--- src/hw/rtl/cmm_pkg.sv ---
`default_nettype none

package cmm_pkg;

  localparam int MAX_DIM_DEF = 8;
  localparam int IDX_W       = 3;             // row / col field width
  localparam int DIM_W       = 4;             // dimension register width
  localparam int ADDR_FULL_W = 2 * IDX_W;     // row * MAX_DIM + col before trim
  localparam int ELEM_W      = 16;
  localparam int PROD_W      = 2 * ELEM_W;
  localparam int TERM_W      = PROD_W + 1;
  localparam int ACC_W       = 36;

  localparam logic [DIM_W-1:0] DIM_RESET = 4'd8;

  typedef enum logic [1:0] {
    FN_WR_A = 2'd0,
    FN_WR_B = 2'd1,
    FN_MUL  = 2'd2
  } cmm_func_t;

  typedef enum logic [1:0] {
    REG_A_ROWS = 2'd0,
    REG_INNER  = 2'd1,
    REG_B_COLS = 2'd2
  } cmm_reg_t;

  typedef enum logic [1:0] {
    ST_IDLE,
    ST_WALK,
    ST_WAIT
  } cmm_state_t;

  typedef struct packed {
    logic             wr_a;
    logic             wr_b;
    logic             rd;
    logic             first;
    logic             last_k;
    logic             push;
    logic             last_elem;
    logic [IDX_W-1:0] i;
    logic [IDX_W-1:0] j;
    logic [IDX_W-1:0] k;
  } cmm_cmd_t;

  typedef struct packed {
    logic acc_done;
    logic out_free;
  } cmm_sts_t;

  // zero counts as one, anything above the maximum saturates
  function automatic logic [DIM_W-1:0] clamp_dim(input logic [DIM_W-1:0] v,
                                                 input logic [DIM_W-1:0] maxv);
    logic [DIM_W-1:0] r;
    if (v == '0) begin
      r = {{(DIM_W-1){1'b0}}, 1'b1};
    end else if (v > maxv) begin
      r = maxv;
    end else begin
      r = v;
    end
    return r;
  endfunction

endpackage

`default_nettype wire

--- src/hw/rtl/cmm_ctrl.sv ---
`default_nettype none

module cmm_ctrl #(
  parameter int MAX_DIM = cmm_pkg::MAX_DIM_DEF
) (
  input  wire logic                        clk,
  input  wire logic                        rst,
  input  wire logic                        item_valid,
  output logic                             item_ready,
  input  wire logic [1:0]                  func,
  input  wire logic [cmm_pkg::IDX_W-1:0]   row,
  input  wire logic [cmm_pkg::IDX_W-1:0]   col,
  input  wire logic [cmm_pkg::DIM_W-1:0]   a_rows,
  input  wire logic [cmm_pkg::DIM_W-1:0]   inner_size,
  input  wire logic [cmm_pkg::DIM_W-1:0]   b_cols,
  input  wire cmm_pkg::cmm_sts_t           sts,
  output cmm_pkg::cmm_cmd_t                cmd
);

  import cmm_pkg::*;

  localparam logic [DIM_W-1:0] MAXV = DIM_W'(MAX_DIM);
  localparam logic [DIM_W-1:0] ONE  = {{(DIM_W-1){1'b0}}, 1'b1};

  cmm_state_t       state, state_next;
  logic [IDX_W-1:0] i, i_next, j, j_next, k, k_next;
  logic [DIM_W-1:0] nr, nk, nc;
  logic             in_range, i_end, j_end, k_end;

  assign nr = clamp_dim(a_rows, MAXV);
  assign nk = clamp_dim(inner_size, MAXV);
  assign nc = clamp_dim(b_cols, MAXV);

  assign in_range = ({1'b0, row} < MAXV) && ({1'b0, col} < MAXV);
  assign i_end    = ({1'b0, i} == nr - ONE);
  assign j_end    = ({1'b0, j} == nc - ONE);
  assign k_end    = ({1'b0, k} == nk - ONE);

  always_ff @(posedge clk) begin
    if (rst) begin
      state <= ST_IDLE;
      i     <= '0;
      j     <= '0;
      k     <= '0;
    end else begin
      state <= state_next;
      i     <= i_next;
      j     <= j_next;
      k     <= k_next;
    end
  end

  always_comb begin
    state_next    = state;
    i_next        = i;
    j_next        = j;
    k_next        = k;
    item_ready    = 1'b0;
    cmd           = '0;
    cmd.i         = i;
    cmd.j         = j;
    cmd.k         = k;
    case (state)
      ST_IDLE: begin
        item_ready = 1'b1;
        if (item_valid) begin
          case (func)
            FN_WR_A: cmd.wr_a = in_range;
            FN_WR_B: cmd.wr_b = in_range;
            FN_MUL: begin
              state_next = ST_WALK;
              i_next     = '0;
              j_next     = '0;
              k_next     = '0;
            end
            default: ;
          endcase
        end
      end
      ST_WALK: begin
        cmd.rd     = 1'b1;
        cmd.first  = (k == '0);
        cmd.last_k = k_end;
        if (k_end) begin
          k_next     = '0;
          state_next = ST_WAIT;
        end else begin
          k_next = k + 1'b1;
        end
      end
      ST_WAIT: begin
        if (sts.acc_done && sts.out_free) begin
          cmd.push      = 1'b1;
          cmd.last_elem = i_end && j_end;
          if (i_end && j_end) begin
            state_next = ST_IDLE;
          end else begin
            state_next = ST_WALK;
            if (j_end) begin
              j_next = '0;
              i_next = i + 1'b1;
            end else begin
              j_next = j + 1'b1;
            end
          end
        end
      end
      default: state_next = ST_IDLE;
    endcase
  end

  a_walk_to_wait: assert property (@(posedge clk) disable iff (rst)
    (state == ST_WALK && cmd.last_k) |=> (state == ST_WAIT))
    else $error("walk did not stop after the last inner index");

  a_final_push_idle: assert property (@(posedge clk) disable iff (rst)
    (cmd.push && cmd.last_elem) |=> (state == ST_IDLE))
    else $error("controller did not return to idle after the final result");

endmodule

`default_nettype wire

--- config.mk ---
export PLATFORM = sky130hd
export DESIGN_NAME = cmm_ctrl
export DESIGN_NICKNAME = d
export VERILOG_FILES = /design/src/hw/rtl/cmm_pkg.sv /design/src/hw/rtl/cmm_ctrl.sv
export SDC_FILE = /design/constraint.sdc
export NUM_CORES = 1
export LEC_CHECK = 0
export BUFFER_PORTS_ARGS = -buffer_cell sky130_fd_sc_hd__clkbuf_2
export CORE_MARGIN = 4
export CORE_UTILIZATION = 48
export CTS_BUF_LIST = sky130_fd_sc_hd__clkbuf_8
export DETAILED_ROUTE_END_ITERATION = 12
export GPL_TIMING_DRIVEN = 0
export PLACE_DENSITY_LB_ADDON = 0.08
export SYNTH_ARGS = -nofsm -noshare
export SYNTH_HDL_FRONTEND = slang
export SYNTH_SLANG_ARGS = --single-unit
--- constraint.sdc ---
create_clock -name clk -period 3.44 [get_ports clk]
set_clock_uncertainty 0.05 [all_clocks]
set_input_delay 0.688 -clock clk [delete_from_list [all_inputs] [get_ports clk]]
set_output_delay 0.688 -clock clk [all_outputs]
set_load 0.005 [all_outputs]
==> results.cfg, run 1 <==
[layout]
num_antenna_cells = 0
fin_area_um2 = 1210
area_delta_synth_final_pct = 34.9
layout_commonest_cell = clkbuf_2
final_nets = 183
drive_above_1_share = 0.360
nFillCells = 161
postLayoutCoreUtil = 0.693
layout_common_cells = 34 x clkbuf_2, 11 x nor2_1, 11 x dfxtp_1

[detailed_routing]
wl_mm = 2.11
wl_per_cell_um = 12.1
drtPass1Iterations = 6
drtIter0Drc = 13
antenna_left = 0
vias = 911
viasPerCell = 5.21
remaining_drc_errors = 0

[worst_setup_path]
cpMaxStageDelayCell = or3_1
crit_arrival_ns = 2.61
max_stage_delay_ns = 0.32
rrSetupSlack_ns = 1.07
reg2reg_to = i[2]
required_ns = 2.70
rr_worst_depth = 8
start_kind = input port
path_max_fanout = 2
worstReg2RegStart = j[2]
cp_cell_sequence = clkbuf_2 > o21bai_4 > nand2_2 > ha_4 > xnor2_1 > a31o_2 > or3_1 > buf_6 > nor4_4 > nor3b_2 > buf_2
crit_type = in2out
cp-end-kind = primary output

[global_routing]
grt_overflow = 0
grt_pass1_wl_mm = 3.45
grt_max_degree = 11
antenna_found_initial = 0
grtUsageTotal = 0.171
grt_pass1_vias = 845

[sta]
setup_viol = 0
worstMarginPinSlew_ns = 0.569
report.final.hold_viol_count = 0
finalCritPeriodShare = 0.973
fmax_mhz = 299
finalMaxSlewViolations = 0
period_needed_ns = 3.35
max_slew_margin = 0.619

[synth]
yosysWarnings = 0
syn_area_um2 = 897
synthDistinctLibCells = 38
netlist_instances = 109
syn_avg_cell_area_um2 = 8.23
seq_area_frac_synth = 0.245
synth_edf_count = 0
syn_nets = 141
ys.flop_type = dfxtp_1
ys_ff_latch = 11
async_flop_share = 0

[place]
dp_hpwl_mm = 1.72
io_buffers = 35
place_congestion = 0.743
place_area_um2 = 1100

[clock_tree]
cts_buffers = 3
hold_buffers = 0
clock_path_buffers = 2
clock_latency_ns = 0.24
htreeDepth = 1
cts_tree = yes
root_buffer = clkbuf_8
cts.sinks = 11
clk_pin_slew_ns = 0.05

[hold_path]
hold_depth = 2
hold_path.class = reg2reg
min_to = i[2]
hp-start = i[2]

[flow_run]
maxCapViolCount = 0

[die]
ios = 42
fp.dieH_um = 51.2
start_util = 0.514
core.rowCount = 15
chipWidth_um = 51.2
die-area_um2 = 2620
core_area_um2 = 1750

[power]
totalPowerFinal_uw = 340
p_leak_uw = 0.000538
vdd.ir_drop.worst_v = 0.000168
powerDensity_nw_per_um2 = 281

[run_status]
outcome = finished clean
flip-flops by register name, summed over array words and instances (netlist names):
register	flops
k	3
j	3
i	3
state	2
layout make-up:
| type | instances | area, µm² | area share |
|---|---|---|---|
| buffer | 3 | 27.5 | 0.0228 |
| clock buffer | 3 | 41.3 | 0.0341 |
| clock inverter | 1 | 3.75 | 0.00310 |
| inverter | 7 | 26.3 | 0.0217 |
| multi-input combinational | 88 | 669 | 0.553 |
| sequential | 11 | 220 | 0.182 |
| tap | 25 | 31.3 | 0.0259 |
| timing repair buffer | 37 | 190 | 0.157 |
where the power goes:
part           internal, µW  leakage (µW)  switching (µW)
clock network          78.4     0.0000269            48.7
registers               129     0.0000888            2.57
logic                  41.2      0.000422            39.8
kinds of logic after synthesis:
| logic type | count (synthesis) | share of synthesized area |
|---|---|---|
| xor+xnor | 12 | 0.117 |
| compound gates | 22 | 0.184 |
| flops | 11 | 0.245 |
| buf+inv | 10 | 0.0600 |
| simple gates | 47 | 0.296 |
| fa+ha+maj | 7 | 0.0976 |
cells in the mapped netlist (3+ instances only):
library cell,n,share of area
inv_1,7,0.029
dfxtp_1,11,0.25
nand2_1,7,0.029
a21oi_1,9,0.050
xnor2_1,10,0.098
nand3_1,3,0.017
nand2b_1,6,0.042
ha_1,7,0.098
nor2_1,11,0.046
nor3b_1,3,0.025
what timing repair did:
action,4_1_cts,5_1_grt
setup buffers,2,0
pin swaps,1,1
gates resized for setup,5,4
endpoints found under the hold margin,0,0
gates cloned,0,0
endpoints found under the setup margin,1,1
layer usage:
layer | wire (µm) | vias up | GRT usage
met5 | 0 | - | 0
met3 | 110 | 2 | 0.0262
met2 | 1150 | 22 | 0.326
li1 | - | 465 | -
met4 | 8 | 0 | 0.0611
met1 | 847 | 422 | 0.189
per-stage QoR:
stage / std cells / hold WS, ns / setup TNS [ns] / worst slack [ns]
after floorplan: 109 / 0.438 / 0 / 0.215
after global placement: 169 / 0.439 / -0.145 / -0.145
after detailed placement: 169 / 0.457 / -0.204 / -0.204
after CTS: 175 / 0.465 / 0 / 0.00759
after global routing: 175 / 0.484 / -0.000504 / -0.000504
final: 175 / 0.462 / 0 / 0.0918
how the worst max path moves through the flow:
stage	cells past startpoint	slack, ns	from	endpoint
3_5_place_dp	11	-0.20	b_cols[1]	cmd[9]
4_1_cts	11	0.008	b_cols[2]	cmd[9]
5_1_grt	11	-0.0005	b_cols[2]	cmd[9]
3_3_place_gp	11	-0.15	b_cols[1]	cmd[9]
6_report	11	0.09	b_cols[2]	cmd[9]
2_1_floorplan	9	0.22	b_cols[1]	cmd[9]
worst max-delay path, delay by kind of cell:
kind	cells	cell delay, ns
AOI/OAI and AO/OA	2	0.37
xor gates and xnor gates	1	0.11
adders and majority gates	1	0.21
buffers and inverters	3	0.37
and+or+nand+nor	4	0.86
(Power assumes the default switching activity.)
==> run 2, diff against run 1 <==
- CTS_CLUSTER_DIAMETER: unset -> 100
- RECOVER_POWER: unset -> 25
==> run 2 against run 1 <==
Compared with the run above: register-to-register slack hardly changed; worst setup slack hardly changed; sequential cell count stayed put; total power about the same; first-iteration DRC count unchanged; die area unchanged; critical path depth stayed put; sequential share of layout area about the same; wire length did not move.
==> results.cfg, run 2 (synthesis results as in run 1) <==
[global_routing]
grt_overflow = 0
antenna_found_initial = 0
grtUsageTotal = 0.171
grt_pass1_wl_mm = 3.45
grt_pass1_vias = 845
grt_max_degree = 11

[worst_setup_path]
cpMaxStageDelayCell = or3_1
rr_worst_depth = 8
start_kind = input port
path_max_fanout = 2
cp_cell_sequence = clkbuf_2 > o21bai_4 > nand2_2 > ha_4 > xnor2_1 > a31o_2 > or3_1 > buf_6 > nor4_4 > nor3b_2 > buf_2
max_stage_delay_ns = 0.32
required_ns = 2.70
cp-end-kind = primary output
critPathBufInv = 3
crit_type = in2out
crit_family = simple AND/OR/NAND/NOR gates
crit_arrival_ns = 2.61
path_depth = 11
rrSetupSlack_ns = 1.07

[die]
core_area_um2 = 1750
ios = 42
die-area_um2 = 2620
fp.dieH_um = 51.2
chipWidth_um = 51.2
start_util = 0.514
core.rowCount = 15

[flow_run]
maxCapViolCount = 0

[detailed_routing]
drtIter0Drc = 13
vias = 912
remaining_drc_errors = 0
drtPass1Iterations = 6
antenna_left = 0
wl_per_cell_um = 12.1
wl_mm = 2.11
viasPerCell = 5.21

[sta]
whs_ns = 0.462
finalMaxSlewViolations = 0
report.final.hold_viol_count = 0
worstMarginPinSlew_ns = 0.569
period_needed_ns = 3.35
setup_viol = 0
fmax_mhz = 299
fin_ws_ns = 0.0917
max_slew_margin = 0.619
setup_tns_ns = 0
finalCritPeriodShare = 0.973

[place]
dp.cells = 169
place_congestion = 0.743
io_buffers = 35
dp_slack_ns = -0.204
dp_hpwl_mm = 1.72

[clock_tree]
htreeDepth = 1
clk_pin_slew_ns = 0.05
clock_latency_ns = 0.24
hold_buffers = 0
clock_path_buffers = 2
cts_buffers = 3
root_buffer = clkbuf_8
cts.sinks = 11
cts_tree = yes

[hold_path]
hold_depth = 2
hold_path.class = reg2reg

[layout]
final_nets = 183
layout_commonest_cell = clkbuf_2
multi_input_area_um2 = 669
num_antenna_cells = 0
postLayoutCoreUtil = 0.692
stdcell_count = 175
layout_common_cells = 33 x clkbuf_2, 11 x nor2_1, 11 x dfxtp_1
top_regs = i x3, j x3, k x3
drive_above_1_share = 0.353
regArea_um2 = 220
area_delta_synth_final_pct = 34.7
nFillCells = 162

[power]
powerDensity_nw_per_um2 = 281
p_leak_uw = 0.000534
vdd.ir_drop.worst_v = 0.000168

[run_status]
outcome = finished clean
==> run 2: worst paths after layout <==
path | from | to
worst max-delay path | b_cols[2] | cmd[9]
worst min register to register | i[2] | i[2]
worst max register to register | j[2] | i[2]
worst min-delay path | i[2] | i[2]
==> run 2: timing repair <==
item                                    in CTS  in global routing
gates resized for setup                      5                  4
buffers inserted                             2                  0
endpoints found under the setup margin       1                  1
pin swaps                                    1                  1
hold endpoints to repair                     0                  0
==> run 2: per-layer routing <==
metal,track usage,vias to the layer above,share of wire
li1,-,465,-
met1,0.189,423,0.40
met2,0.326,22,0.54
met3,0.0262,2,0.052
met4,0.0611,0,0.0038
met5,0,-,0
==> run 2: cell type report <==
cell class | count | share of cell area
clock inverters | 1 | 0.00311
plain buffers | 3 | 0.0228
clock buffers | 3 | 0.0342
inverters | 7 | 0.0217
flip-flops and latches | 11 | 0.182
repair buffers | 37 | 0.156
well taps | 25 | 0.0259
multi-input cells | 88 | 0.554
==> run 2: power by group <==
group	internal, µW	switching, µW
clock	78.4	48.7
sequential	129	2.57
combinational	41.2	39.8
total	249	91.1
==> run 2: worst min-delay path, cell delays in order (launching register included) <==
cell	delay, ns
dfxtp_1	0.33
o31ai_1	0.07
a21boi_1	0.06
==> run 2: per-stage QoR <==
stage / power (µW) / area (µm²)
detailed placement: 208 / 1100
global route: 359 / 1210
CTS: 342 / 1190
finish: 340 / 1210
global placement: 206 / 1100
floorplan: 184 / 897
==> run 3, diff against run 2 <==
- CORE_UTILIZATION: 48 -> 40
- GPL_TIMING_DRIVEN: 0 -> unset
==> run 3 against run 2 <==
Compared with the run above: fmax increased by 5.3%; register-to-register slack improved by 0.22 ns; total power decreased by 0.42%; first-iteration DRC count decreased by 23%; critical path type unchanged; hold slack got worse by 0.0073 ns; sequential power about the same; sequential cell count unchanged.
==> results.cfg, run 3 (synthesis results as in run 1) <==
[sta]
period_needed_ns = 3.18
report.final.hold_viol_count = 0
rsz0062_at_grt = false
worstMarginPinSlew_ns = 0.514
finalMaxSlewViolations = 0
setup_tns_ns = 0
fmax_mhz = 314
finalCritPeriodShare = 0.925
whs_ns = 0.455
max_slew_margin = 0.654
setup_viol = 0

[detailed_routing]
wl_per_cell_um = 11.7
vias = 888
drtPass1Iterations = 4
remaining_drc_errors = 0
drtIter0Drc = 10
wl_mm = 2.05
viasPerCell = 5.07
antenna_left = 0

[clock_tree]
cts.sinks = 11
root_buffer = clkbuf_8
htreeDepth = 1
clock_latency_ns = 0.24
clock_path_buffers = 2
hold_buffers = 0
clk_pin_slew_ns = 0.05
cts_tree = yes
cts_buffers = 3

[die]
core.rowCount = 16
start_util = 0.439
ios = 42
fp.dieH_um = 55.4
die-area_um2 = 3060
core_area_um2 = 2040
chipWidth_um = 55.4

[worst_setup_path]
required_ns = 2.70
start_kind = input port
crit_type = in2out
cpMaxStageDelayCell = or3_4
crit_family = simple AND/OR/NAND/NOR gates
path_max_fanout = 2
cp-end-kind = primary output
rr_worst_depth = 8
worstReg2RegStart = j[1]
critPathBufInv = 2
crit_arrival_ns = 2.44
max_stage_delay_ns = 0.34
reg2reg_to = i[0]
cp_cell_sequence = clkbuf_2 > o21bai_1 > nand2_1 > ha_1 > xnor2_1 > a31o_2 > or3_4 > nor4_2 > nor3b_2 > buf_2
rrSetupSlack_ns = 1.29

[power]
comb_power_share = 0.221
vdd.ir_drop.worst_v = 0.000278
powerDensity_nw_per_um2 = 292
totalPowerFinal_uw = 339
p_leak_uw = 0.000503
p_clk_frac = 0.389
p_int_uw = 247
p_seq_frac = 0.390
switching_share = 0.271
power.switching_uw = 91.8

[layout]
layout_common_cells = 30 x clkbuf_2, 11 x nor2_1, 11 x dfxtp_1
postLayoutCoreUtil = 0.567
nFillCells = 202
final_nets = 181
num_antenna_cells = 0
top_regs = i x3, j x3, k x3
stdcell_count = 175
area_delta_synth_final_pct = 29.1
layout_commonest_cell = clkbuf_2
multi_input_area_um2 = 639
regArea_um2 = 220
drive_above_1_share = 0.318

[place]
place_congestion = 0.786
dp_hpwl_mm = 1.70
io_buffers = 35
dp.cells = 171

[hold_path]
hold_depth = 2
min_to = i[2]
hp-start = i[2]
hold_path.class = reg2reg

[global_routing]
grt_pass1_wl_mm = 3.71
grt_pass1_vias = 849
grt_max_degree = 12
grtUsageTotal = 0.148
antenna_found_initial = 0
grt_overflow = 0

[flow_run]
maxCapViolCount = 0

[run_status]
outcome = finished clean
==> run 3: power groups by stage <==
| stage | combinational [µW] | clock, µW | sequential (µW) |
|---|---|---|---|
| 2_1_floorplan | 50.3 | 0 | 134 |
| 3_3_place_gp | 72.1 | 0 | 134 |
| 3_5_place_dp | 73.7 | 0 | 135 |
| 4_1_cts | 74.2 | 135 | 132 |
| 5_1_grt | 84.8 | 145 | 132 |
| 6_report | 74.8 | 132 | 132 |
==> run 3: worst max-delay path by stage <==
stage | slack [ns] | from | depth (start not counted) | end
5_1_grt | 0.11 | b_cols[2] | 10 | cmd[9]
6_report | 0.26 | b_cols[2] | 10 | cmd[9]
4_1_cts | 0.02 | b_cols[1] | 10 | cmd[9]
2_1_floorplan | 0.22 | b_cols[1] | 9 | cmd[9]
3_3_place_gp | 0.04 | b_cols[1] | 10 | cmd[9]
3_5_place_dp | 0.03 | b_cols[1] | 10 | cmd[9]
==> run 3: stage by stage <==
step / area (µm²) / setup WS [ns]
3_3_place_gp: 1100 / 0.0392
3_5_place_dp: 1100 / 0.0281
2_1_floorplan: 897 / 0.215
6_report: 1160 / 0.259
5_1_grt: 1160 / 0.110
4_1_cts: 1150 / 0.0192
==> run 3: layout make-up <==
cell class | instances | area share
inverter | 7 | 0.0227
tap | 27 | 0.0292
timing repair buffer | 38 | 0.166
multi-input combinational | 88 | 0.552
sequential | 11 | 0.190
clock buffer | 3 | 0.0356
clock inverter | 1 | 0.00432
==> run 3: worst register-to-register path, delay by kind of cell, from the launching register on <==
family / cells / cell delay, ns
xor+xnor: 1 / 0.10
compound gates: 3 / 0.68
simple gates: 2 / 0.45
buf+inv: 2 / 0.38
flops: 1 / 0.38
==> run 3: routing by layer <==
| layer | GRT usage | part of all wire | up-vias | wire [µm] |
|---|---|---|---|---|
| met3 | 0.0536 | 0.056 | 4 | 115 |
| met4 | 0.0625 | 0.016 | 0 | 32 |
| met2 | 0.230 | 0.47 | 22 | 962 |
| met1 | 0.183 | 0.46 | 396 | 937 |
| met5 | 0 | 0 | - | 0 |
| li1 | - | - | 466 | - |
==> run 3: what timing repair did <==
action                     in CTS  in global routing
setup endpoints to repair       0                  1
buffers inserted                0                  0
gates resized for setup         0                  4
